**config.mk**
```make
export PLATFORM = sky130hd
export DESIGN_NAME = harmonic_sine_sum_dac_sample_core_flat
export DESIGN_NICKNAME = d
export VERILOG_FILES = /design/src/hdl/hssd_pkg.sv /design/src/hdl/hssd_if.sv /design/src/hdl/hssd_sine_bank.sv /design/src/hdl/harmonic_sine_sum_dac_sample_core.sv /design/src/flat_wrapper.sv
export SDC_FILE = /design/constraint.sdc
export NUM_CORES = 1
export LEC_CHECK = 0
export BUFFER_PORTS_ARGS = -buffer_cell sky130_fd_sc_hd__buf_4
export CAP_MARGIN = 5
export CORE_MARGIN = 2
export CORE_UTILIZATION = 65
export CTS_CLUSTER_SIZE = 12
export DETAILED_ROUTE_END_ITERATION = 8
export PLACE_DENSITY = 0.82
export SETUP_SLACK_MARGIN = 0.02
export SLEW_MARGIN = 25
export SYNTH_ARGS = -nofsm -noshare
export SYNTH_HDL_FRONTEND = slang
export SYNTH_HIERARCHICAL = 1
export SYNTH_SLANG_ARGS = --single-unit
```
**constraint.sdc**
```tcl
create_clock -name clk -period 9.6 [get_ports clk]
set_input_delay 1.44 -clock clk [delete_from_list [all_inputs] [get_ports clk]]
set_output_delay 1.44 -clock clk [all_outputs]
set_load 0.02 [all_outputs]
```
**src/hdl/hssd_pkg.sv**
```systemverilog
`default_nettype none

package hssd_pkg;

    // Field widths of the channels and registers.
    localparam int INDEX_W = 8;
    localparam int CODE_W  = 10;
    localparam int DAC_W   = 17;
    localparam int MASK_W  = 4;
    localparam int AMP_W   = 10;

    // Waveform geometry. The period is a power of two so the phase wraps by truncation.
    localparam int SAMPLES_PER_PERIOD = 256;
    localparam int SINE_FRACTION_BITS = 15;
    localparam int PHASE_W            = $clog2(SAMPLES_PER_PERIOD);
    localparam int QUARTER            = SAMPLES_PER_PERIOD / 4;
    localparam int ADDR_W             = PHASE_W - 1;
    localparam int HARMONICS          = MASK_W;

    // Sine magnitude runs 0 .. 2^F, the signed value one bit wider.
    localparam int SINE_MAG_W = SINE_FRACTION_BITS + 1;
    localparam int SINE_W     = SINE_FRACTION_BITS + 2;
    localparam int SUM_W      = SINE_W + 3;
    localparam int CNT_W      = $clog2(HARMONICS + 1);
    localparam int NUM_W      = SINE_FRACTION_BITS + 4;
    localparam int PROD_W     = NUM_W + AMP_W;
    localparam int QUOT_W     = PROD_W - SINE_FRACTION_BITS - 1;

    // Exact division by three for quotients below 2^DIV3_SHIFT.
    localparam int DIV3_SHIFT = 17;
    localparam int DIV3_MUL_W = DIV3_SHIFT - 1;
    localparam int DIV3_MUL   = (2 ** DIV3_SHIFT + 2) / 3;
    localparam int DIV3_PROD_W = QUOT_W + DIV3_MUL_W;

    localparam logic [CODE_W-1:0] CODE_MAX = '1;
    localparam logic [AMP_W-1:0]  AMP_RESET = '1;

    // Configuration register indexes.
    localparam int CFG_IDX_W = 1;
    typedef enum logic [CFG_IDX_W-1:0] {
        CFG_HARMONIC_MASK = 1'b0,
        CFG_AMPLITUDE     = 1'b1
    } cfg_reg_t;

    typedef logic signed [SINE_W-1:0] sine_t;
    typedef logic [QUARTER:0][SINE_MAG_W-1:0] sine_tab_t;

    // Status of the sine lookup stage as seen by the summing stage.
    typedef struct packed {
        logic                  valid;
        logic [HARMONICS-1:0]  en;
        logic [HARMONICS-1:0][SINE_W-1:0] sine;
    } sine_bank_t;

    localparam logic [63:0] Q30_ONE     = 64'd1 << 30;
    localparam logic [63:0] PI_HALF_Q30 = 64'd1686629713;

    // Quarter-wave sine magnitudes in Q(F), built at elaboration from a
    // Taylor series in Horner form on a Q30 angle.
    function automatic sine_tab_t build_sine_tab();
        sine_tab_t   tab;
        logic [63:0] x;
        logic [63:0] x2;
        logic [63:0] t;
        logic [63:0] s;
        logic [63:0] term;
        for (int j = 0; j <= QUARTER; j++)
        begin
            x    = (PI_HALF_Q30 * 64'(4 * j)) / 64'(SAMPLES_PER_PERIOD);
            x2   = (x * x) >> 30;
            t    = Q30_ONE;
            term = ((x2 * t) >> 30) / 64'd110;
            t    = (term >= Q30_ONE) ? 64'd0 : (Q30_ONE - term);
            term = ((x2 * t) >> 30) / 64'd72;
            t    = (term >= Q30_ONE) ? 64'd0 : (Q30_ONE - term);
            term = ((x2 * t) >> 30) / 64'd42;
            t    = (term >= Q30_ONE) ? 64'd0 : (Q30_ONE - term);
            term = ((x2 * t) >> 30) / 64'd20;
            t    = (term >= Q30_ONE) ? 64'd0 : (Q30_ONE - term);
            term = ((x2 * t) >> 30) / 64'd6;
            t    = (term >= Q30_ONE) ? 64'd0 : (Q30_ONE - term);
            s    = (x * t) >> 30;
            if (s > Q30_ONE)
            begin
                s = Q30_ONE;
            end
            s = (s + (64'd1 << (29 - SINE_FRACTION_BITS))) >> (30 - SINE_FRACTION_BITS);
            if (s > (64'd1 << SINE_FRACTION_BITS))
            begin
                s = 64'd1 << SINE_FRACTION_BITS;
            end
            tab[j] = SINE_MAG_W'(s);
        end
        return tab;
    endfunction

    localparam sine_tab_t SINE_TAB = build_sine_tab();

endpackage

`default_nettype wire

```
**src/hdl/hssd_if.sv**
```systemverilog
`default_nettype none

// Channel that carries sample positions into the generator.
interface hssd_index_if;
    logic                          valid;
    logic                          ready;
    logic [hssd_pkg::INDEX_W-1:0]  sample_index;

    modport source (output valid, output sample_index, input ready);
    modport sink   (input valid, input sample_index, output ready);
endinterface

// Channel that carries generated codes to the converter.
interface hssd_sample_if;
    logic                         valid;
    logic                         ready;
    logic [hssd_pkg::CODE_W-1:0]  sample_code;
    logic [hssd_pkg::DAC_W-1:0]   dac_word;

    modport source (output valid, output sample_code, output dac_word, input ready);
    modport sink   (input valid, input sample_code, input dac_word, output ready);
endinterface

`default_nettype wire

```
**src/hdl/hssd_sine_bank.sv**
```systemverilog
`default_nettype none

// Looks up the signed sine of every harmonic for one sample position and
// registers the results. Disabled harmonics read as zero.
module hssd_sine_bank (
    input  wire logic                                clk,
    input  wire logic                                rst_n,
    input  wire logic                                adv,
    input  wire logic                                in_valid,
    input  wire logic [hssd_pkg::PHASE_W-1:0]        idx,
    input  wire logic [hssd_pkg::HARMONICS-1:0]      mask,
    output hssd_pkg::sine_bank_t                     bank
);

    hssd_pkg::sine_bank_t bank_reg;
    hssd_pkg::sine_bank_t bank_next;

    always_comb
    begin
        logic [hssd_pkg::PHASE_W-1:0]    phase;
        logic [hssd_pkg::ADDR_W-1:0]     addr;
        logic [hssd_pkg::SINE_MAG_W-1:0] mag;
        hssd_pkg::sine_t                 val;
        bank_next       = bank_reg;
        bank_next.valid = in_valid;
        bank_next.en    = mask;
        for (int k = 0; k < hssd_pkg::HARMONICS; k++)
        begin
            // Harmonic 2^k advances the phase 2^k times as fast; the wrap is free.
            phase = hssd_pkg::PHASE_W'(idx << k);
            addr  = hssd_pkg::ADDR_W'(phase[hssd_pkg::PHASE_W-3:0]);
            if (phase[hssd_pkg::PHASE_W-2])
            begin
                addr = hssd_pkg::ADDR_W'(hssd_pkg::QUARTER) - addr;
            end
            mag = hssd_pkg::SINE_TAB[addr];
            val = hssd_pkg::sine_t'({1'b0, mag});
            if (phase[hssd_pkg::PHASE_W-1])
            begin
                val = -val;
            end
            bank_next.sine[k] = mask[k] ? val : '0;
        end
    end

    always_ff @(posedge clk or negedge rst_n)
    begin
        if (!rst_n)
        begin
            bank_reg.valid <= 1'b0;
        end
        else if (adv)
        begin
            bank_reg <= bank_next;
        end
    end

    assign bank = bank_reg;

endmodule

`default_nettype wire

```
**src/hdl/harmonic_sine_sum_dac_sample_core.sv**
```systemverilog
`default_nettype none

// Harmonic sine sum sample generator.
// A request on idx_ch carries a sample position within one period of the
// fundamental. For every request the block returns one result on smp_ch: the
// 10-bit converter code and the 17-bit DAC word (code in bits 15:6, bias bit 16).
// The code is the average of the enabled harmonics (1, 2, 4 and 8 times the
// fundamental), offset to unipolar and scaled by the amplitude register. With no
// harmonic enabled the code is midscale, half the amplitude.
// Registers are written through cfg_we, cfg_index and cfg_wdata and should only
// change while no request is in flight.
// Throughput is one request per cycle unless the receiver stalls smp_ch. On its
// way to smp_ch a request passes each register stage in turn: the input register
// loads at the accepting edge, then the sine lookup, the sum, the amplitude
// multiply and the final divide by the harmonic count each add one register stage.
// The whole pipeline advances together. When the receiver holds smp_ch.ready low
// with a result waiting, idx_ch.ready drops in the same cycle and every stage
// holds its contents, so nothing is lost or repeated; bubbles ahead of the last
// stage keep flowing while its register is empty.
// Reset clears all valid bits, sets the harmonic mask to zero and the amplitude
// to full scale. No clearing pass is needed.
module harmonic_sine_sum_dac_sample_core (
    input  wire logic                             clk,
    input  wire logic                             rst_n,
    input  wire logic                             cfg_we,
    input  wire logic [hssd_pkg::CFG_IDX_W-1:0]   cfg_index,
    input  wire logic [hssd_pkg::AMP_W-1:0]       cfg_wdata,
    hssd_index_if.sink                            idx_ch,
    hssd_sample_if.source                         smp_ch
);

    // Configuration registers.
    logic [hssd_pkg::MASK_W-1:0] mask_reg;
    logic [hssd_pkg::AMP_W-1:0]  amp_reg;

    always_ff @(posedge clk or negedge rst_n)
    begin
        if (!rst_n)
        begin
            mask_reg <= '0;
            amp_reg  <= hssd_pkg::AMP_RESET;
        end
        else if (cfg_we)
        begin
            case (cfg_index)
                hssd_pkg::CFG_HARMONIC_MASK: mask_reg <= cfg_wdata[hssd_pkg::MASK_W-1:0];
                hssd_pkg::CFG_AMPLITUDE:     amp_reg  <= cfg_wdata;
                default:                     ;
            endcase
        end
    end

    // One enable moves every stage; it is low only while a finished result is
    // waiting and the receiver is not taking it.
    logic adv;
    logic out_valid_reg;

    assign adv          = !out_valid_reg || smp_ch.ready;
    assign idx_ch.ready = adv;

    // Stage 1: input register. The sample position wraps to one period here.
    logic                          s1_valid_reg;
    logic [hssd_pkg::PHASE_W-1:0]  s1_idx_reg;

    always_ff @(posedge clk or negedge rst_n)
    begin
        if (!rst_n)
        begin
            s1_valid_reg <= 1'b0;
        end
        else if (adv)
        begin
            s1_valid_reg <= idx_ch.valid;
        end
    end

    always_ff @(posedge clk)
    begin
        if (adv)
        begin
            s1_idx_reg <= hssd_pkg::PHASE_W'(idx_ch.sample_index);
        end
    end

    // Stage 2: sine lookup of all four harmonics in parallel.
    hssd_pkg::sine_bank_t bank;

    hssd_sine_bank u_sine_bank (
        .clk      (clk),
        .rst_n    (rst_n),
        .adv      (adv),
        .in_valid (s1_valid_reg),
        .idx      (s1_idx_reg),
        .mask     (mask_reg),
        .bank     (bank)
    );

    // Stage 3: sum of the enabled sines, offset by the count so that the value
    // is never negative. It ranges 0 .. 2 * count * 2^F.
    logic                          s3_valid_reg;
    logic [hssd_pkg::NUM_W-1:0]    s3_num_reg;
    logic [hssd_pkg::NUM_W-1:0]    s3_num_next;
    logic [hssd_pkg::CNT_W-1:0]    s3_cnt_reg;
    logic [hssd_pkg::CNT_W-1:0]    s3_cnt_next;

    always_comb
    begin
        logic signed [hssd_pkg::SUM_W-1:0] sum;
        sum = '0;
        for (int k = 0; k < hssd_pkg::HARMONICS; k++)
        begin
            sum = sum + hssd_pkg::SUM_W'($signed(bank.sine[k]));
        end
        s3_cnt_next = hssd_pkg::CNT_W'($countones(bank.en));
        sum         = sum + (hssd_pkg::SUM_W'(s3_cnt_next) << hssd_pkg::SINE_FRACTION_BITS);
        s3_num_next = hssd_pkg::NUM_W'(sum);
    end

    always_ff @(posedge clk or negedge rst_n)
    begin
        if (!rst_n)
        begin
            s3_valid_reg <= 1'b0;
        end
        else if (adv)
        begin
            s3_valid_reg <= bank.valid;
        end
    end

    always_ff @(posedge clk)
    begin
        if (adv)
        begin
            s3_num_reg <= s3_num_next;
            s3_cnt_reg <= s3_cnt_next;
        end
    end

    // Stage 4: scale by the amplitude.
    logic                          s4_valid_reg;
    logic [hssd_pkg::PROD_W-1:0]   s4_prod_reg;
    logic [hssd_pkg::CNT_W-1:0]    s4_cnt_reg;

    always_ff @(posedge clk or negedge rst_n)
    begin
        if (!rst_n)
        begin
            s4_valid_reg <= 1'b0;
        end
        else if (adv)
        begin
            s4_valid_reg <= s3_valid_reg;
        end
    end

    always_ff @(posedge clk)
    begin
        if (adv)
        begin
            s4_prod_reg <= hssd_pkg::PROD_W'(s3_num_reg) * hssd_pkg::PROD_W'(amp_reg);
            s4_cnt_reg  <= s3_cnt_reg;
        end
    end

    // Stage 5: divide by 2 * count * 2^F. The power of two is a shift; the
    // remaining divide by the count is a shift, or a reciprocal multiply for three.
    logic [hssd_pkg::QUOT_W-1:0]      quot_base;
    logic [hssd_pkg::DIV3_PROD_W-1:0] div3_prod;
    logic [hssd_pkg::QUOT_W-1:0]      quot;
    logic [hssd_pkg::CODE_W-1:0]      code_next;
    logic [hssd_pkg::CODE_W-1:0]      code_reg;

    assign quot_base = hssd_pkg::QUOT_W'(s4_prod_reg >> (hssd_pkg::SINE_FRACTION_BITS + 1));
    assign div3_prod = hssd_pkg::DIV3_PROD_W'(quot_base)
                     * hssd_pkg::DIV3_PROD_W'(hssd_pkg::DIV3_MUL);

    always_comb
    begin
        case (s4_cnt_reg)
            hssd_pkg::CNT_W'(1): quot = quot_base;
            hssd_pkg::CNT_W'(2): quot = quot_base >> 1;
            hssd_pkg::CNT_W'(3): quot = hssd_pkg::QUOT_W'(div3_prod >> hssd_pkg::DIV3_SHIFT);
            hssd_pkg::CNT_W'(4): quot = quot_base >> 2;
            // No harmonic enabled: midscale.
            default:             quot = hssd_pkg::QUOT_W'(amp_reg >> 1);
        endcase
        if (quot > hssd_pkg::QUOT_W'(hssd_pkg::CODE_MAX))
        begin
            code_next = hssd_pkg::CODE_MAX;
        end
        else
        begin
            code_next = hssd_pkg::CODE_W'(quot);
        end
    end

    always_ff @(posedge clk or negedge rst_n)
    begin
        if (!rst_n)
        begin
            out_valid_reg <= 1'b0;
        end
        else if (adv)
        begin
            out_valid_reg <= s4_valid_reg;
        end
    end

    always_ff @(posedge clk)
    begin
        if (adv)
        begin
            code_reg <= code_next;
        end
    end

    assign smp_ch.valid       = out_valid_reg;
    assign smp_ch.sample_code = code_reg;
    assign smp_ch.dac_word    = {1'b1, code_reg, 6'b0};

`ifndef SYNTHESIS
    // A waiting result that the receiver does not take must hold off new requests.
    a_stall_blocks_input: assert property (@(posedge clk) disable iff (!rst_n)
        out_valid_reg && !smp_ch.ready |-> !idx_ch.ready)
        else $error("request accepted while the output is stalled");

    // An accepted request lands in the input stage.
    a_accept_enters: assert property (@(posedge clk) disable iff (!rst_n)
        idx_ch.valid && idx_ch.ready |=> s1_valid_reg)
        else $error("accepted request did not enter the pipeline");

    // The offset sum never exceeds twice the enabled count in full-scale units.
    a_sum_bound: assert property (@(posedge clk) disable iff (!rst_n)
        s3_valid_reg |-> s3_num_reg <= (hssd_pkg::NUM_W'(s3_cnt_reg)
                                         << (hssd_pkg::SINE_FRACTION_BITS + 1)))
        else $error("harmonic sum out of range");

    // A stall freezes the last stage's code.
    a_stall_holds_code: assert property (@(posedge clk) disable iff (!rst_n)
        out_valid_reg && !smp_ch.ready |=> out_valid_reg && $stable(code_reg))
        else $error("stalled result changed");
`endif

endmodule

`default_nettype wire

```
**src/flat_wrapper.sv**
```systemverilog
// flat-port wrapper written by rule: the top's interface ports become plain ports
module harmonic_sine_sum_dac_sample_core_flat 
  (clk, rst_n, cfg_we, cfg_index, cfg_wdata, idx_ch_valid, idx_ch_sample_index, idx_ch_ready, smp_ch_valid, smp_ch_sample_code, smp_ch_dac_word, smp_ch_ready);
  hssd_index_if idx_ch_i ();
  hssd_sample_if smp_ch_i ();
  input  wire logic clk;
  input  wire logic rst_n;
  input  wire logic cfg_we;
  input  wire logic [hssd_pkg::CFG_IDX_W-1:0] cfg_index;
  input  wire logic [hssd_pkg::AMP_W-1:0] cfg_wdata;
  input wire logic [$bits(idx_ch_i.valid)-1:0] idx_ch_valid;
  input wire logic [$bits(idx_ch_i.sample_index)-1:0] idx_ch_sample_index;
  output wire logic [$bits(idx_ch_i.ready)-1:0] idx_ch_ready;
  output wire logic [$bits(smp_ch_i.valid)-1:0] smp_ch_valid;
  output wire logic [$bits(smp_ch_i.sample_code)-1:0] smp_ch_sample_code;
  output wire logic [$bits(smp_ch_i.dac_word)-1:0] smp_ch_dac_word;
  input wire logic [$bits(smp_ch_i.ready)-1:0] smp_ch_ready;
  assign idx_ch_i.valid = idx_ch_valid;
  assign idx_ch_i.sample_index = idx_ch_sample_index;
  assign idx_ch_ready = idx_ch_i.ready;
  assign smp_ch_valid = smp_ch_i.valid;
  assign smp_ch_sample_code = smp_ch_i.sample_code;
  assign smp_ch_dac_word = smp_ch_i.dac_word;
  assign smp_ch_i.ready = smp_ch_ready;
  harmonic_sine_sum_dac_sample_core u_core (.clk(clk), .rst_n(rst_n), .cfg_we(cfg_we), .cfg_index(cfg_index), .cfg_wdata(cfg_wdata), .idx_ch(idx_ch_i), .smp_ch(smp_ch_i));
endmodule
```
# --- Yosys cells after proc, flatten, opt, wreduce, memory -nomap -nowiden ---
# Memories as Yosys holds them, arrays and structs flattened.
# Cells that the tools add are included.
totals:
  register_bits: 163
  n_memories: 4
  output_inout_bits: 29
  mem_bits_rw: 0
  latchBits: 0
  inputBits: 24
  word_cells: 75
  rom_bits: 8192
mem_list:
  columns: ["memory", "words", "width", "rd", "rd_ports_with_merged_regs", "write_ports", "line_no", "source"]
  rows:
  - ["(no name shown)", 128, 16, 1, 0, 0, "hssd_sine_bank.sv:36", "mag = hssd_pkg::SINE_TAB[addr];"]
  - ["(no name shown)", 128, 16, 1, 0, 0, "hssd_sine_bank.sv:36", null]
  - ["(no name shown)", 128, 16, 1, 0, 0, "hssd_sine_bank.sv:36", null]
  - ["(no name shown)", 128, 16, 1, 0, 0, "hssd_sine_bank.sv:36", null]
op_classes:
  div_mod_pow: 0
  n_reduce_logical: 9
  n_mux: 13
  eq_ne: 4
  add_sub_neg: 15
  bitwise: 1
  multipliers: 2
  order_cmp: 5
  shifts: 0
ops:
  columns: ["op", "count"]
  rows:
  - ["$mux 16", 8]
  - ["$neg 16->17", 4]
  - ["$pmux 13 s4", 1]
  - ["$lt 7x8->1 const B", 4]
  - ["$mul 13x16->29 const B", 1]
  - ["$mul 19x10->29", 1]
  - ["$mux 7", 4]
  - ["$sub 7x6->7 const A", 4]
  - ["$add 18x17->19", 1]
  - ["$add 19x17->19", 1]
  - ["$add 19x18->19", 1]
  - ["$add 17x17->18", 1]
  - ["$reduce_and 2->1", 7]
  - ["$gt 13x10->1 const B", 1]
  - ["$eq 3x2->1 const B", 2]
  - ["$add 1x1->2", 2]
  - ["$add 3x3->3", 1]
  - ["$eq 3x1->1 const B", 1]
  - ["$eq 3x3->1 const B", 1]
  - ["$logic_not 1->1", 1]
  - ["$logic_or 1x1->1", 1]
  - ["$not 1->1", 1]

# --- Logic depth before layout (Yosys ltp) ---
logic_depth:
  word_depth: 6
  mapped_depth: 20
  ltp_nobuf: 18

# --- By module ---
# Netlist, hierarchy kept.
by_module_without_submodules:
  columns: ["mod", "seq_area_each_um2", "cells_each", "n_inst", "area_each_um2"]
  rows:
  - ["harmonic_sine_sum_dac_sample_core", 2144.6, 1267, 1, 12927.4]
  - ["hssd_sine_bank", 2187.1, 1023, 1, 8416.8]

# --- Worst setup path after synthesis ---
# OpenSTA, ideal clock, no wires.
synth_timing:
  path_type: "flip-flop to flip-flop"
  from: "reg u_core/amp_reg[1] (netlist name)"
  to: "reg u_core/s4_prod_reg[22] (netlist name), data pin"
  n_path_buf: 3
  required_ps: 9338
  synth_period_minus_slack_ps: 5497
  setup_ps: 262
  arrival_ps: 5236
  path_slack_ps: 4103
  stages_incl_launch_ff: 20
  cell_sequence: "dfstp_2 clkbuf_1 buf_1 nand2_1 fa_1 inv_1 fa_1 fa_1 fa_1 fa_1 ha_1 a21o_1 a21o_1 a21o_1 nor3_1 o21ai_1 and2_1 clkbuf_1 a211oi_1 xnor2_1"
synth_between:
  elab_chain_cells: 1
synth_lines:
  columns: ["element", "line_no", "source"]
  rows:
  - ["from (decl)", "harmonic_sine_sum_dac_sample_core.sv:34", "logic [hssd_pkg::AMP_W-1:0] amp_reg;"]
  - ["from (signal assigned)", "harmonic_sine_sum_dac_sample_core.sv:41", "amp_reg <= hssd_pkg::AMP_RESET;"]
  - ["from (signal assigned)", "harmonic_sine_sum_dac_sample_core.sv:47", "hssd_pkg::CFG_AMPLITUDE: amp_reg <= cfg_wdata;"]
  - ["$mul 19x10->29", "harmonic_sine_sum_dac_sample_core.sv:161", "s4_prod_reg <= hssd_pkg::PROD_W'(s3_num_reg) * hssd_pkg::PROD_W'(amp_reg);"]
  - ["to (signal assigned)", "harmonic_sine_sum_dac_sample_core.sv:161", null]
  - ["to (decl)", "harmonic_sine_sum_dac_sample_core.sv:142", "logic [hssd_pkg::PROD_W-1:0] s4_prod_reg;"]
# No other way between the ends.
# A chain may end at the register's enable or synchronous reset.

# --- Final worst setup path ---
layout_timing:
  from: "reg u_core/s1_idx_reg[0] (netlist name)"
  to: "reg u_core.u_sine_bank.bank_reg, in the netlist u_core/u_sine_bank/bank[8], data pin"
layout_between:
  elab_chain_cells: 6
layout_lines:
  columns: ["element", "line_no", "source"]
  rows:
  - ["from (decl)", "harmonic_sine_sum_dac_sample_core.sv:63", "logic [hssd_pkg::PHASE_W-1:0] s1_idx_reg;"]
  - ["from (signal assigned)", "harmonic_sine_sum_dac_sample_core.sv:81", "s1_idx_reg <= hssd_pkg::PHASE_W'(idx_ch.sample_index);"]
  - ["$sub 7x6->7", "hssd_sine_bank.sv:34", "addr = hssd_pkg::ADDR_W'(hssd_pkg::QUARTER) - addr;"]
  - ["$mux 7 (*)", "hssd_sine_bank.sv:32", "if (phase[hssd_pkg::PHASE_W-2])"]
  - ["$mem_v2 128x16 (*)", null, null]
  - ["$mux 16 (not written as such) (*)", "hssd_sine_bank.sv:36", null]
  - ["$neg 16->17", "hssd_sine_bank.sv:40", "val = -val;"]
  - ["$mux 16 (*)", "hssd_sine_bank.sv:38", "if (phase[hssd_pkg::PHASE_W-1])"]
  - ["to (signal assigned)", "hssd_sine_bank.sv:54", "bank_reg <= bank_next;"]
  - ["to (decl)", "hssd_sine_bank.sv:15", "hssd_pkg::sine_bank_t bank_reg;"]
# Every way passes the cells marked *; elsewhere a longest branch is shown, timed or not. The select of a mux whose other input is x is not followed.

==> results_dict.tcl <==
set metrics [dict create \
    period_share_pct 65.5 \
    slew_violations 0 \
    drv_cap 0 \
    startpoint "u_core/s1_idx_reg[0]$_DFFE_PP_" \
    gp_congestion 1.01 \
    relSlewSlack_pct 28.6 \
    die_x_microns 185 \
    ys_seq_area_share_pct 20.3 \
    grt_pass1_vias 17252 \
    gr-total-overflow 0 \
    cts_tree "built" \
    cp-end-kind "flip-flop" \
    path_class "reg -> reg" \
    worst_pin_slew_ps 1070 \
    cts_max_level 4 \
    reg2reg_from "u_core/s1_idx_reg[0]$_DFFE_PP_" \
    dieArea_sq_mm 0.0343 \
    crit_fanout 46 \
    status "complete, no violations" \
    cts_buffers 17 \
    rows 66 \
    syn_avg_cell_area_sq_um 9.32 \
    setup_violations 0 \
    fillerInstances 2464 \
    die_h_microns 185 \
    ff2ff_setup_slack_ps 3320 \
    vias 17375 \
    via_per_inst 6.47 \
    synth-edff-count 128 \
    layout_common_cells "inv_1, nand2_1, fa_1" \
    tns_ps 0 \
    drive_gt1_share_pct 7.89 \
    fmaxAchievable_mhz 159 \
    hold_buffers 0 \
    post_dp_cell_area_sq_mm 0.0216 \
    ant_nets 0 \
    rr_worst_depth 14 \
    ys.flop_type "edfxtp_1" \
    final_nets 2683 \
    clk_latency_ps 440 \
    min_from "u_core/s3_cnt_reg[1]$_DFFE_PP_" \
    io_buffers 45 \
    final_common_cell "inv_1" \
    async_reset_ff_share_pct 12.9 \
    grt_pass1_wl_microns 89900 \
    syn_to_final_growth_pct 3.75 \
    drt-initial-drc-count 1964 \
    endpoint "u_core/u_sine_bank/bank[8]$_SDFFCE_PN0P_" \
    yosysWarnings 6 \
    synthesis.instances 2290 \
    syn_area_sq_mm 0.0213 \
    n_antenna_cell 0 \
    drtPass1Iterations 6 \
    rsz0062_at_grt "no" \
    min_path_type "reg -> reg" \
    start_util_pct 65.8 \
    finalWirelength_microns 56600 \
    io_pins 53 \
    clock_skew_ps 23.3 \
    crit_required_ps 9740 \
    ys_ff_latch 147 \
    r2r-end "u_core/u_sine_bank/bank[8]$_SDFFCE_PN0P_" \
    cts_setup_buffers 0 \
    ys_types 117 \
    clkSlewWorstSetupHoldPaths_ps 80 \
    core_area_sq_mm 0.0325 \
    synth_top_cell_area_share_pct 20.8 \
    cts_buffer_depth 2 \
    cp.arrival_ps 6420 \
    clock-sinks 147 \
    routedWlPerCell_microns 21.1 \
    setup_ws_ps 3320 \
    largest_register_ffs 73 \
    hpwlAfterDp_microns 42500 \
    grt_max_degree 73 \
    period_minus_slack_ps 6280 \
    yosys-top-cells-area "fa_1, edfxtp_1, ha_1" \
    drcViolationCount 0 \
    final-hold-violation-count 0 \
    clock-root-buffer "clkbuf_16" \
    post-synth-top-area-cell "fa_1" \
    cts_resized 0 \
    critPathLaunchType "flip-flop" \
    place_ws_ps 3390 \
    final_area_sq_mm 0.0221 \
    track_usage_pct 33.6 \
    antenna_found_initial 0 \
]
[cell usage after synthesis (all sizes together), types with 16 or more instances]
cell and instances:
a211oi 27, ha 208, and3 20, a31oi 25
a21o 18, o211ai 27, inv 248, o22ai 16
o311ai 16, nor3 46, mux2i 26, nor2 112
nor2b 17, xor2 26, mux2 21, nand2b 39
clkbuf 81, edfxtp 128, fa 222, o21ai 93
xnor2 53, o31ai 19, buf 64, a21oi 94
nand3 52, and2 103, nand2 242
[layout make-up]
type                    count  area [sq um]  share of cell area (%)
multi-input cells        1752         15300                    69.3
flip-flops and latches    147          4330                    19.6
inverters                 251           945                    4.27
well taps                 442           553                    2.50
clock buffers              21           450                    2.03
repair buffers             60           450                    2.03
clock inverters            11          65.1                   0.294
[worst max-delay path: stages, from the launching register on]
cell,delay [ps]
edfxtp_1,320
buf_4,470
clkinv_1,760
ha_1,480
buf_4,250
nand2b_1,230
nor2_1,70
ha_1,530
and2b_1,280
nor2_1,740
o21ai_0,220
a311oi_1,890
nand2b_1,390
or3_4,220
o311ai_1,100
[logic make-up after synthesis]
kind of cell / Yosys count / synth area share, %
other: 2 / 0.0352
xor gates and xnor gates: 79 / 3.42
DFF: 147 / 20.3
AOI/OAI and AO/OA: 487 / 16.3
buffers and inverters: 396 / 7.96
adders and majority gates: 431 / 33.1
muxes: 50 / 2.66
and+or+nand+nor: 698 / 16.3
[how the worst min path moves through the flow]
stage / endpoint / slack [ps] / cells after the start
after floorplan: u_core/s4_cnt_reg[0]$_DFFE_PP_ / 400 / 0
after global placement: u_core/s4_cnt_reg[0]$_DFFE_PP_ / 400 / 0
after detailed placement: u_core/s4_cnt_reg[0]$_DFFE_PP_ / 420 / 0
after CTS: u_core/s4_cnt_reg[1]$_DFFE_PP_ / 440 / 0
after global routing: u_core/s4_cnt_reg[2]$_DFFE_PP_ / 440 / 0
final: u_core/s4_cnt_reg[1]$_DFFE_PP_ / 440 / 0
[per-stage QoR]
step                      hold slack [ps]  std cells  util (%)
final                                 436       2684      68.2
after global routing                  440       2684      68.2
after CTS                             439       2684      68.2
after detailed placement              418       2652      66.6
after global placement                405       2652      66.6
after floorplan                       400       2295         -
[layer usage]
metal,up-vias,GRT usage (%),share of wire [%]
met5,-,0,0
met4,0,13.5,3.9
met2,892,57.7,49
li1,7852,-,-
met1,8461,43.2,40
met3,170,4.54,7.1
Power is not shown: default switching activity piles up to over one toggle a cycle in this logic, so the estimate is an artifact.
